`src/sha256_pkg.sv`:
```
// sha-256 digest engine: shared types, constants and round functions
package sha256_pkg;

    typedef enum logic [2:0] {
        S_IDLE,
        S_ABSORB,
        S_PAD,
        S_LENGTH,
        S_COMPRESS,
        S_FOLD,
        S_OUT
    } t_state;

    typedef enum logic [1:0] {
        PH_DATA,
        PH_PAD,
        PH_LEN
    } t_phase;

    localparam int WORD_W    = 32;
    localparam int LEN_W     = 61;
    localparam int NUM_H     = 8;
    localparam int NUM_W     = 16;
    localparam int NUM_ROUND = 64;

    localparam logic [7:0] PAD_BYTE = 8'h80;

    localparam logic [WORD_W-1:0] H_INIT [0:NUM_H-1] = '{
        32'h6a09e667, 32'hbb67ae85, 32'h3c6ef372, 32'ha54ff53a,
        32'h510e527f, 32'h9b05688c, 32'h1f83d9ab, 32'h5be0cd19
    };

    localparam logic [WORD_W-1:0] ROUND_K [0:NUM_ROUND-1] = '{
        32'h428a2f98, 32'h71374491, 32'hb5c0fbcf, 32'he9b5dba5,
        32'h3956c25b, 32'h59f111f1, 32'h923f82a4, 32'hab1c5ed5,
        32'hd807aa98, 32'h12835b01, 32'h243185be, 32'h550c7dc3,
        32'h72be5d74, 32'h80deb1fe, 32'h9bdc06a7, 32'hc19bf174,
        32'he49b69c1, 32'hefbe4786, 32'h0fc19dc6, 32'h240ca1cc,
        32'h2de92c6f, 32'h4a7484aa, 32'h5cb0a9dc, 32'h76f988da,
        32'h983e5152, 32'ha831c66d, 32'hb00327c8, 32'hbf597fc7,
        32'hc6e00bf3, 32'hd5a79147, 32'h06ca6351, 32'h14292967,
        32'h27b70a85, 32'h2e1b2138, 32'h4d2c6dfc, 32'h53380d13,
        32'h650a7354, 32'h766a0abb, 32'h81c2c92e, 32'h92722c85,
        32'ha2bfe8a1, 32'ha81a664b, 32'hc24b8b70, 32'hc76c51a3,
        32'hd192e819, 32'hd6990624, 32'hf40e3585, 32'h106aa070,
        32'h19a4c116, 32'h1e376c08, 32'h2748774c, 32'h34b0bcb5,
        32'h391c0cb3, 32'h4ed8aa4a, 32'h5b9cca4f, 32'h682e6ff3,
        32'h748f82ee, 32'h78a5636f, 32'h84c87814, 32'h8cc70208,
        32'h90befffa, 32'ha4506ceb, 32'hbef9a3f7, 32'hc67178f2
    };

    function automatic logic [WORD_W-1:0] rotr(input logic [WORD_W-1:0] v,
                                               input int s);
        return (v >> s) | (v << (WORD_W - s));
    endfunction

    function automatic logic [WORD_W-1:0] big_sigma0(input logic [WORD_W-1:0] v);
        return rotr(v, 2) ^ rotr(v, 13) ^ rotr(v, 22);
    endfunction

    function automatic logic [WORD_W-1:0] big_sigma1(input logic [WORD_W-1:0] v);
        return rotr(v, 6) ^ rotr(v, 11) ^ rotr(v, 25);
    endfunction

    function automatic logic [WORD_W-1:0] small_sigma0(input logic [WORD_W-1:0] v);
        return rotr(v, 7) ^ rotr(v, 18) ^ (v >> 3);
    endfunction

    function automatic logic [WORD_W-1:0] small_sigma1(input logic [WORD_W-1:0] v);
        return rotr(v, 17) ^ rotr(v, 19) ^ (v >> 10);
    endfunction

endpackage

```
`src/sha256_message_digest.sv`:
```
// sha-256 digest engine: top level with byte packer, padder and round sequencer
//
// Input channel (i_valid / o_ready) takes one message word: up to four bytes,
// first byte in bits 31..24, with i_byte_count valid bytes and i_last_word on
// the final word. A last word with zero bytes closes the message (empty message
// when nothing came before). Output channel (o_valid / i_ready) gives the eight
// digest words, index 0 first, o_last_of_digest on index 7.
// One word is taken at a time; o_ready is high only while idle. A full,
// aligned word is stored whole; other words are merged in byte by byte.
// Each completed 64-byte block runs 64 rounds of the single round unit and
// then folds the working variables into the chaining value.
// On a last word a padding step is followed by one or two compressions,
// then the digest words follow, one per cycle at best.
// The output holds while i_ready is low; no new word is taken until the
// eighth digest word has been taken. Afterwards the chaining value and the
// length are back at their initial values for the next message.
// Reset (synchronous, active low) restores the initial hash values, clears
// the byte count and returns to idle; no clearing pass is needed.
module sha256_message_digest (
    input  logic        i_clk,
    input  logic        i_rst_n,
    input  logic        i_valid,
    output logic        o_ready,
    input  logic [31:0] i_data_word,
    input  logic [2:0]  i_byte_count,
    input  logic        i_last_word,
    output logic        o_valid,
    input  logic        i_ready,
    output logic [31:0] o_digest_word,
    output logic [2:0]  o_word_index,
    output logic        o_last_of_digest
);
    import sha256_pkg::*;

    t_state            r_state;
    t_state            n_state;
    t_phase            r_phase;
    logic [WORD_W-1:0] r_h [0:NUM_H-1];
    logic [WORD_W-1:0] r_v [0:NUM_H-1];
    logic [WORD_W-1:0] r_w [0:NUM_W-1];
    logic [LEN_W-1:0]  r_len;
    logic [5:0]        r_round;
    logic [WORD_W-1:0] r_data;
    logic [2:0]        r_cnt;
    logic              r_last;
    logic [2:0]        r_oidx;

    logic [5:0]        pos;
    logic [3:0]        widx;
    logic [1:0]        lane;
    logic              word_fast;
    logic [WORD_W-1:0] t1;
    logic [WORD_W-1:0] t2;
    logic [WORD_W-1:0] ch;
    logic [WORD_W-1:0] maj;
    logic [WORD_W-1:0] w_new;
    logic [WORD_W-1:0] ins_word;
    logic [WORD_W-1:0] pad_word;
    logic [WORD_W-1:0] len_hi;
    logic [WORD_W-1:0] len_lo;

    assign pos       = r_len[5:0];
    assign widx      = pos[5:2];
    assign lane      = pos[1:0];
    assign word_fast = (lane == 2'd0) && (r_cnt == 3'd4);
    assign len_hi    = r_len[LEN_W-1:LEN_W-32];
    assign len_lo    = {r_len[LEN_W-33:0], 3'b000};

    // byte merge into the partly filled word
    always_comb begin
        if (lane == 2'd0) begin
            ins_word = {r_data[31:24], 24'h0};
            pad_word = {PAD_BYTE, 24'h0};
        end else begin
            ins_word = r_w[widx] | ({r_data[31:24], 24'h0} >> {lane, 3'b000});
            pad_word = r_w[widx] | ({PAD_BYTE, 24'h0} >> {lane, 3'b000});
        end
    end

    // round unit
    always_comb begin
        ch    = (r_v[4] & r_v[5]) ^ (~r_v[4] & r_v[6]);
        maj   = (r_v[0] & r_v[1]) ^ (r_v[0] & r_v[2]) ^ (r_v[1] & r_v[2]);
        t1    = r_v[7] + big_sigma1(r_v[4]) + ch + ROUND_K[r_round] + r_w[0];
        t2    = big_sigma0(r_v[0]) + maj;
        w_new = small_sigma1(r_w[14]) + r_w[9] + small_sigma0(r_w[1]) + r_w[0];
    end

    always_comb begin
        n_state = r_state;
        unique case (r_state)
            S_IDLE: begin
                if (i_valid) begin
                    n_state = S_ABSORB;
                end
            end
            S_ABSORB: begin
                if (r_cnt == 3'd0) begin
                    n_state = r_last ? S_PAD : S_IDLE;
                end else if (word_fast) begin
                    if (pos == 6'd60) begin
                        n_state = S_COMPRESS;
                    end
                end else if (pos == 6'd63) begin
                    n_state = S_COMPRESS;
                end
            end
            S_PAD:    n_state = S_COMPRESS;
            S_LENGTH: n_state = S_COMPRESS;
            S_COMPRESS: begin
                if (r_round == 6'(NUM_ROUND - 1)) begin
                    n_state = S_FOLD;
                end
            end
            S_FOLD: begin
                unique case (r_phase)
                    PH_DATA: n_state = S_ABSORB;
                    PH_PAD:  n_state = S_LENGTH;
                    PH_LEN:  n_state = S_OUT;
                    default: n_state = S_IDLE;
                endcase
            end
            S_OUT: begin
                if (i_ready && r_oidx == 3'(NUM_H - 1)) begin
                    n_state = S_IDLE;
                end
            end
            default: n_state = S_IDLE;
        endcase
    end

    always_ff @(posedge i_clk) begin
        if (!i_rst_n) begin
            r_state <= S_IDLE;
            r_phase <= PH_DATA;
            r_len   <= '0;
            r_round <= '0;
            r_oidx  <= '0;
            r_cnt   <= '0;
            r_last  <= 1'b0;
            for (int i = 0; i < NUM_H; i++) begin
                r_h[i] <= H_INIT[i];
            end
        end else begin
            r_state <= n_state;
            case (r_state)
                S_IDLE: begin
                    if (i_valid) begin
                        r_data <= i_data_word;
                        r_cnt  <= (i_byte_count > 3'd4) ? 3'd4 : i_byte_count;
                        r_last <= i_last_word;
                    end
                end
                S_ABSORB: begin
                    r_phase <= PH_DATA;
                    if (r_cnt != 3'd0) begin
                        if (word_fast) begin
                            r_w[widx] <= r_data;
                            r_len     <= r_len + LEN_W'(4);
                            r_cnt     <= 3'd0;
                        end else begin
                            r_w[widx] <= ins_word;
                            r_len     <= r_len + LEN_W'(1);
                            r_cnt     <= r_cnt - 3'd1;
                            r_data    <= {r_data[23:0], 8'h00};
                        end
                    end
                end
                S_PAD: begin
                    r_w[widx] <= pad_word;
                    for (int i = 0; i < NUM_W; i++) begin
                        if (4'(i) > widx) begin
                            if (pos < 6'd56 && i == NUM_W - 2) begin
                                r_w[i] <= len_hi;
                            end else if (pos < 6'd56 && i == NUM_W - 1) begin
                                r_w[i] <= len_lo;
                            end else begin
                                r_w[i] <= '0;
                            end
                        end
                    end
                    if (pos >= 6'd56) begin
                        r_phase <= PH_PAD;
                    end else begin
                        r_phase <= PH_LEN;
                    end
                end
                S_LENGTH: begin
                    r_phase <= PH_LEN;
                    for (int i = 0; i < NUM_W - 2; i++) begin
                        r_w[i] <= '0;
                    end
                    r_w[NUM_W - 2] <= len_hi;
                    r_w[NUM_W - 1] <= len_lo;
                end
                S_COMPRESS: begin
                    r_round <= r_round + 6'd1;
                    r_v[0]  <= t1 + t2;
                    r_v[1]  <= r_v[0];
                    r_v[2]  <= r_v[1];
                    r_v[3]  <= r_v[2];
                    r_v[4]  <= r_v[3] + t1;
                    r_v[5]  <= r_v[4];
                    r_v[6]  <= r_v[5];
                    r_v[7]  <= r_v[6];
                    for (int i = 0; i < NUM_W - 1; i++) begin
                        r_w[i] <= r_w[i + 1];
                    end
                    r_w[NUM_W - 1] <= w_new;
                end
                S_FOLD: begin
                    for (int i = 0; i < NUM_H; i++) begin
                        r_h[i] <= r_h[i] + r_v[i];
                    end
                    if (r_phase == PH_LEN) begin
                        r_len <= '0;
                    end
                end
                S_OUT: begin
                    // shift the digest out, refilling with the initial values
                    if (i_ready) begin
                        for (int i = 0; i < NUM_H - 1; i++) begin
                            r_h[i] <= r_h[i + 1];
                        end
                        r_h[NUM_H - 1] <= H_INIT[r_oidx];
                        r_oidx         <= r_oidx + 3'd1;
                    end
                end
                default: begin
                    r_round <= '0;
                end
            endcase
            if (n_state == S_COMPRESS && r_state != S_COMPRESS) begin
                r_round <= '0;
                for (int i = 0; i < NUM_H; i++) begin
                    r_v[i] <= r_h[i];
                end
            end
        end
    end

    assign o_ready          = (r_state == S_IDLE);
    assign o_valid          = (r_state == S_OUT);
    assign o_digest_word    = r_h[0];
    assign o_word_index     = r_oidx;
    assign o_last_of_digest = (r_oidx == 3'(NUM_H - 1));

    a_no_overlap: assert property (@(posedge i_clk) disable iff (!i_rst_n)
        !(o_valid && o_ready))
        else $error("input and output sides active together");

    a_round_start: assert property (@(posedge i_clk) disable iff (!i_rst_n)
        (r_state == S_COMPRESS && $past(r_state) != S_COMPRESS) |-> r_round == 6'd0)
        else $error("compression started mid-round");

    a_reinit: assert property (@(posedge i_clk) disable iff (!i_rst_n)
        (o_valid && i_ready && o_last_of_digest)
            |=> (r_len == '0 && r_h[0] == H_INIT[0] && r_oidx == 3'd0))
        else $error("state not restored after digest");

    a_fold_after_rounds: assert property (@(posedge i_clk) disable iff (!i_rst_n)
        (r_state == S_FOLD) |-> ($past(r_state) == S_COMPRESS && r_round == 6'd0))
        else $error("fold without a full set of rounds");

    a_count_range: assert property (@(posedge i_clk) disable iff (!i_rst_n)
        (r_state == S_ABSORB) |-> r_cnt <= 3'd4)
        else $error("byte count out of range");

endmodule
```
`config.mk`:
```
export PLATFORM = sky130hd
export DESIGN_NAME = sha256_message_digest
export DESIGN_NICKNAME = d
export VERILOG_FILES = /design/src/sha256_pkg.sv /design/src/sha256_message_digest.sv
export SDC_FILE = /design/constraint.sdc
export NUM_CORES = 2
export LEC_CHECK = 0
export BUFFER_PORTS_ARGS = -buffer_cell sky130_fd_sc_hd__buf_2
export CAP_MARGIN = 40
export CORE_AREA = 5 5 288 571
export DETAILED_ROUTE_END_ITERATION = 7
export DIE_AREA = 0 0 293 576
export PLACE_DENSITY = 0.65
export SETUP_SLACK_MARGIN = 0.5
export SYNTH_ARGS = -nofsm -noshare
export SYNTH_HDL_FRONTEND = slang
export SYNTH_SLANG_ARGS = --single-unit
```
`constraint.sdc`:
```
create_clock -name i_clk -period 10.6 [get_ports i_clk]
set_input_delay 0 -clock i_clk [delete_from_list [all_inputs] [get_ports i_clk]]
set_output_delay 0 -clock i_clk [all_outputs]
set_load 0.05 [all_outputs]
```
; ---- Yosys cells after proc, flatten, opt, wreduce, memory -nomap -nowiden
; Memories as Yosys holds them, arrays and structs flattened. A register that Yosys moved wholly into a read port is not among the register bits.
; Cells that the tools add are included.
[op_classes]
addsub = 23
n_lt_le_gt_ge = 21
eq_ne = 19
n_shift = 2
muxes = 201
bitwise = 92
reduce_logical = 20
[op_table]
columns = op, n
row1 = $mux 32, 70
row2 = $add 32x32->32, 18
row3 = $xor 32x32->32, 9
row4 = $mux 61, 3
row5 = $and 32x32->32, 5
row6 = $pmux 61 s2, 1
row7 = $mux 1, 105
row8 = $or 32x32->32, 2
row9 = $pmux 32 s2, 1
row10 = $add 61x1->61 const B, 1
row11 = $add 61x3->61 const B, 1
row12 = $or 1x1->1, 60
row13 = $mux 3, 11
row14 = $gt 4x4->1 const A, 8
row15 = $not 32->32, 1
row16 = $or 10x32->32, 1
row17 = $or 13x32->32, 1
row18 = $or 14x32->32, 1
row19 = $or 15x32->32, 1
row20 = $or 19x32->32, 1
row21 = $or 21x32->32, 1
row22 = $or 25x32->32, 1
row23 = $or 26x32->32, 1
row24 = $or 30x32->32, 1
row25 = other kinds (45), 73
[word_totals]
register_bits = 111
mem_bits_rw = 1024
rom_bits = 2304
in_bits = 40
output_inout_bits = 38
word_cells = 391
n_memories = 5
[mem_list]
columns = memory, words, width, read_ports, rd_clocked_by_memory_dff, wr, line_no
row1 = (name not given), 64, 32, 1, 0, 0, sha256_message_digest.sv:84  ; t1 = r_v[7] + big_sigma1(r_v[4]) + ch + ROUND_K[r_round] + r_w[0];
row2 = r_w, 16, 32, 17, 1, 16, sha256_message_digest.sv:40  ; logic [WORD_W-1:0] r_w [0:NUM_W-1];
row3 = (name not given), 8, 32, 1, 0, 0, sha256_message_digest.sv:225  ; r_h[NUM_H - 1] <= H_INIT[r_oidx];
row4 = r_h, 8, 32, 8, 0, 8, sha256_message_digest.sv:38  ; logic [WORD_W-1:0] r_h [0:NUM_H-1];
row5 = r_v, 8, 32, 8, 0, 8, sha256_message_digest.sv:39  ; logic [WORD_W-1:0] r_v [0:NUM_H-1];

; ---- Logic depth before layout (Yosys ltp)
[depth]
depth_word = 11
mapped_depth = 38
mapped_depth_nobuf = 36

; ---- Least setup slack after synthesis
; OpenSTA, ideal clock, no wires.
[synth_timing]
path_type = reg2reg
start = register r_state[0]
end = memory r_v[0][0] (enable)
setup_ns = 1.950
arrival_ns = 7.180
required_ns = 8.650
setup_slack_ns = 1.470
path_stages_with_launch = 12
path_buffers = 3
synth_period_minus_slack_ns = 9.130
cell_sequence = dfxtp_1 > clkbuf_1 > nor3_1 > nand2_1 > o31ai_1 > a21oi_1 > nand2_1 > a311oi_1 > nand2_1 > clkbuf_1 > buf_1 > nand2_1
[synth_lines]
columns = item, line_no
row1 = start: declaration, sha256_message_digest.sv:35  ; t_state r_state;
row2 = start signal: assignment, sha256_message_digest.sv:145  ; r_state <= n_state;
row3 = end: declaration, sha256_message_digest.sv:39

==> metrics.cfg <==
[clock_tree]
cts_tree = yes
cts.clk_slew.worst_paths_ns = 0.07
clock_latency_ns = 0.78
htreeDepth = 3
clock-root-buffer = clkbuf_16
cts.path.max_buffers = 3
cts_sinks = 1139
cts_buffers = 111

[critical_path]
reg2reg_depth = 38
r2r_slack_ns = 1.03
crit_required_ns = 11.09
crit_arrival_ns = 10.06
cpPeakStageDelay_ns = 0.85
path_class = register to register
start_kind = register
worst_r2r_startpoint = r_round[0]
critPathMostFrequentCell = a21oi_1
critPathMaxFanout = 16
slowest_stage = ha_1
cp-end-kind = register
r2r_end = r_v[0][31]

[timing]
rsz0062_at_grt = false
fmax_ghz = 0.104
hold_viol_final = 0
worst_slew_pin_slew_ns = 1.08
setup_tns_ns = 0
fin_skew_ns = 0.0615
fin_crit_ns = 9.57
maxSlewHeadroom_pct = 28.1
report.final.slew_viol_count = 0
period_share_pct = 90.3
finalSetupViolations = 0

[floorplanning]
io_pins = 78
core_area_um2 = 159000
die_area_um2 = 169000
die_h_um = 576
rows = 207
start_util_pct = 49.7
dieWidth_um = 293

[route]
totalWireLength_um = 344000
vias = 65900
drt_iter0_markers = 6322
antenna_left = 0
drt-pass1-iter-count = 7
drc = 0
wl_per_cell_um = 34.3
vias_per_cell = 6.57

[cells_and_area]
fin_cells = 10000
area_growth_pct = 10.7
fin_nets = 8476
layout-drive-gt1-share_pct = 11.3
final_cell_mix = nand2_1 (1,184), edfxtp_1 (1,023), a21oi_1 (578), o21ai_0 (481), nor2_1 (449)
final_common_cell = nand2_1

[synth]
syn-mean-instance-area_um2 = 10.2
synth.distinct_cells = 90
synth_edf_count = 1023
yosys_warnings = 0
synthArstFlopShare_pct = 0
ys_ff_latch = 1139
synth_top_flop_cell = edfxtp_1
syn_inst = 7763
seq_area_frac_synth_pct = 41.7
syn_nets = 8411
syn_area_um2 = 79200

[grt]
grtUsageTotal_pct = 39.7
antenna_found_initial = 6
grt_max_degree = 159
grt_pass1_vias = 68100
grt_first_pass_wirelength_um = 483000
grt_overflow = 0

[place]
port_buffers = 77
placedCellCount = 9748
gp_congestion = 1.04
hpwlAfterDp_um = 262000

[outcome]
status = completed

[power_and_ir_drop]
peakVddDrop_v = 0.000439
p_leak_nw = 33.3
powerDensity_nw_per_um2 = 398

[hold_path]
hold_class = input port to register
whs_endpoint = r_data[0]
whs_path_depth = 3
worst_hold_startpoint = i_data_word[0]

[run]
drv_cap = 0

[layout make-up]
cell class                      instances  area, um2
Sequential cell                      1139      33100
Multi-Input combinational cell       5838      43400
Clock inverter                         75        943
Clock buffer                          136       2890
Tap cell                             2090       2620
Inverter                              296       1110
Fill cell                           14100      71600
Antenna cell                            5       12.5
Timing Repair Buffer                  442       3670
[routing by layer]
metal | global-route usage, % | vias up | routed length (um)
met4 | 45.6 | 4 | 52600
met3 | 5.85 | 1464 | 18300
met5 | 0 | - | 28
met1 | 34.9 | 32600 | 98100
met2 | 71.0 | 3334 | 175000
li1 | - | 28500 | -
[registers in the layout, summed over array words and instances (netlist names), named ones only]
name and cells:
r_h 256, r_w 512, r_phase 2, r_v 256, r_data 32, r_last 1
o_word_index 3, r_len 61, r_state 3, r_round 6, r_cnt 3
[metrics by stage]
| step | hold slack (ns) | setup WS (ns) | utilization, % | total power [mW] | instance area [um2] |
|---|---|---|---|---|---|
| final | 0.0637 | 1.03 | 55.1 | 34.9 | 87700 |
| after floorplan | 0.156 | 1.47 | - | 21.8 | 79200 |
| after detailed placement | 0.289 | 1.25 | 52.3 | 30.0 | 83300 |
| after CTS | 0.0218 | 1.19 | 55.0 | 34.5 | 87500 |
| after global routing | 0.0604 | 0.664 | 55.0 | 37.0 | 87700 |
| after global placement | 0.288 | 0.990 | 51.9 | 29.3 | 82700 |
[cell usage after synthesis, types with 60 or more instances]
master / instances / share of area (%)
mux4_2: 169 / 4.8
o21ai_0: 497 / 3.1
xor2_1: 207 / 2.3
xnor2_1: 422 / 4.7
nor2b_1: 60 / 0.47
a21o_1: 170 / 1.6
ha_1: 413 / 6.5
nand2_1: 1191 / 5.6
edfxtp_1: 1023 / 39
nand3_1: 102 / 0.64
nor3_1: 79 / 0.50
a21oi_1: 587 / 3.7
clkbuf_1: 365 / 1.7
dfxtp_1: 116 / 2.9
fa_1: 195 / 4.9
nor2_1: 459 / 2.2
inv_1: 294 / 1.4
a22o_1: 322 / 3.6
[cells by family after synthesis]
family / synth area share [%]
fa+ha+maj: 11.8
compound gates: 18.1
xor+xnor: 6.99
mux: 5.79
simple gates: 11.6
buf+inv: 3.99
flops: 41.7
[how the worst max path moves through the flow]
stage / start / endpoint / slack [ns] / cells after the start
global route: r_round[0] / r_v[0][31] / 0.66 / 38
finish: r_round[0] / r_v[0][31] / 1.03 / 38
global placement: r_round[0] / r_v[1][26] / 0.99 / 36
detailed placement: r_round[1] / r_v[0][31] / 1.25 / 41
floorplan: r_state[0] / r_v[0][0] / 1.47 / 11
CTS: r_round[1] / r_v[0][31] / 1.19 / 41
[worst max-delay path, delay by kind of cell, from the launching register on]
family,cells,cell delay [ns]
buffers and inverters,8,1.05
AOI/OAI and AO/OA,18,4.08
xor gates and xnor gates,2,0.46
DFF,1,0.34
adders and majority gates,6,3.01
and+or+nand+nor,4,0.33
[power by group]
group	switching [mW]	internal, mW	total [mW]
combinational	13.9	10.1	24.0
sequential	0.384	6.10	6.49
clock	2.01	2.36	4.37
[timing repair]
item                                    in CTS  in global routing
hold buffers                                45                  0
endpoints found under the setup margin       0                  1
resized for setup                            0                  1
setup buffers                                0                  0
hold endpoints to repair                    86                  0
(Power assumes the default switching activity.)
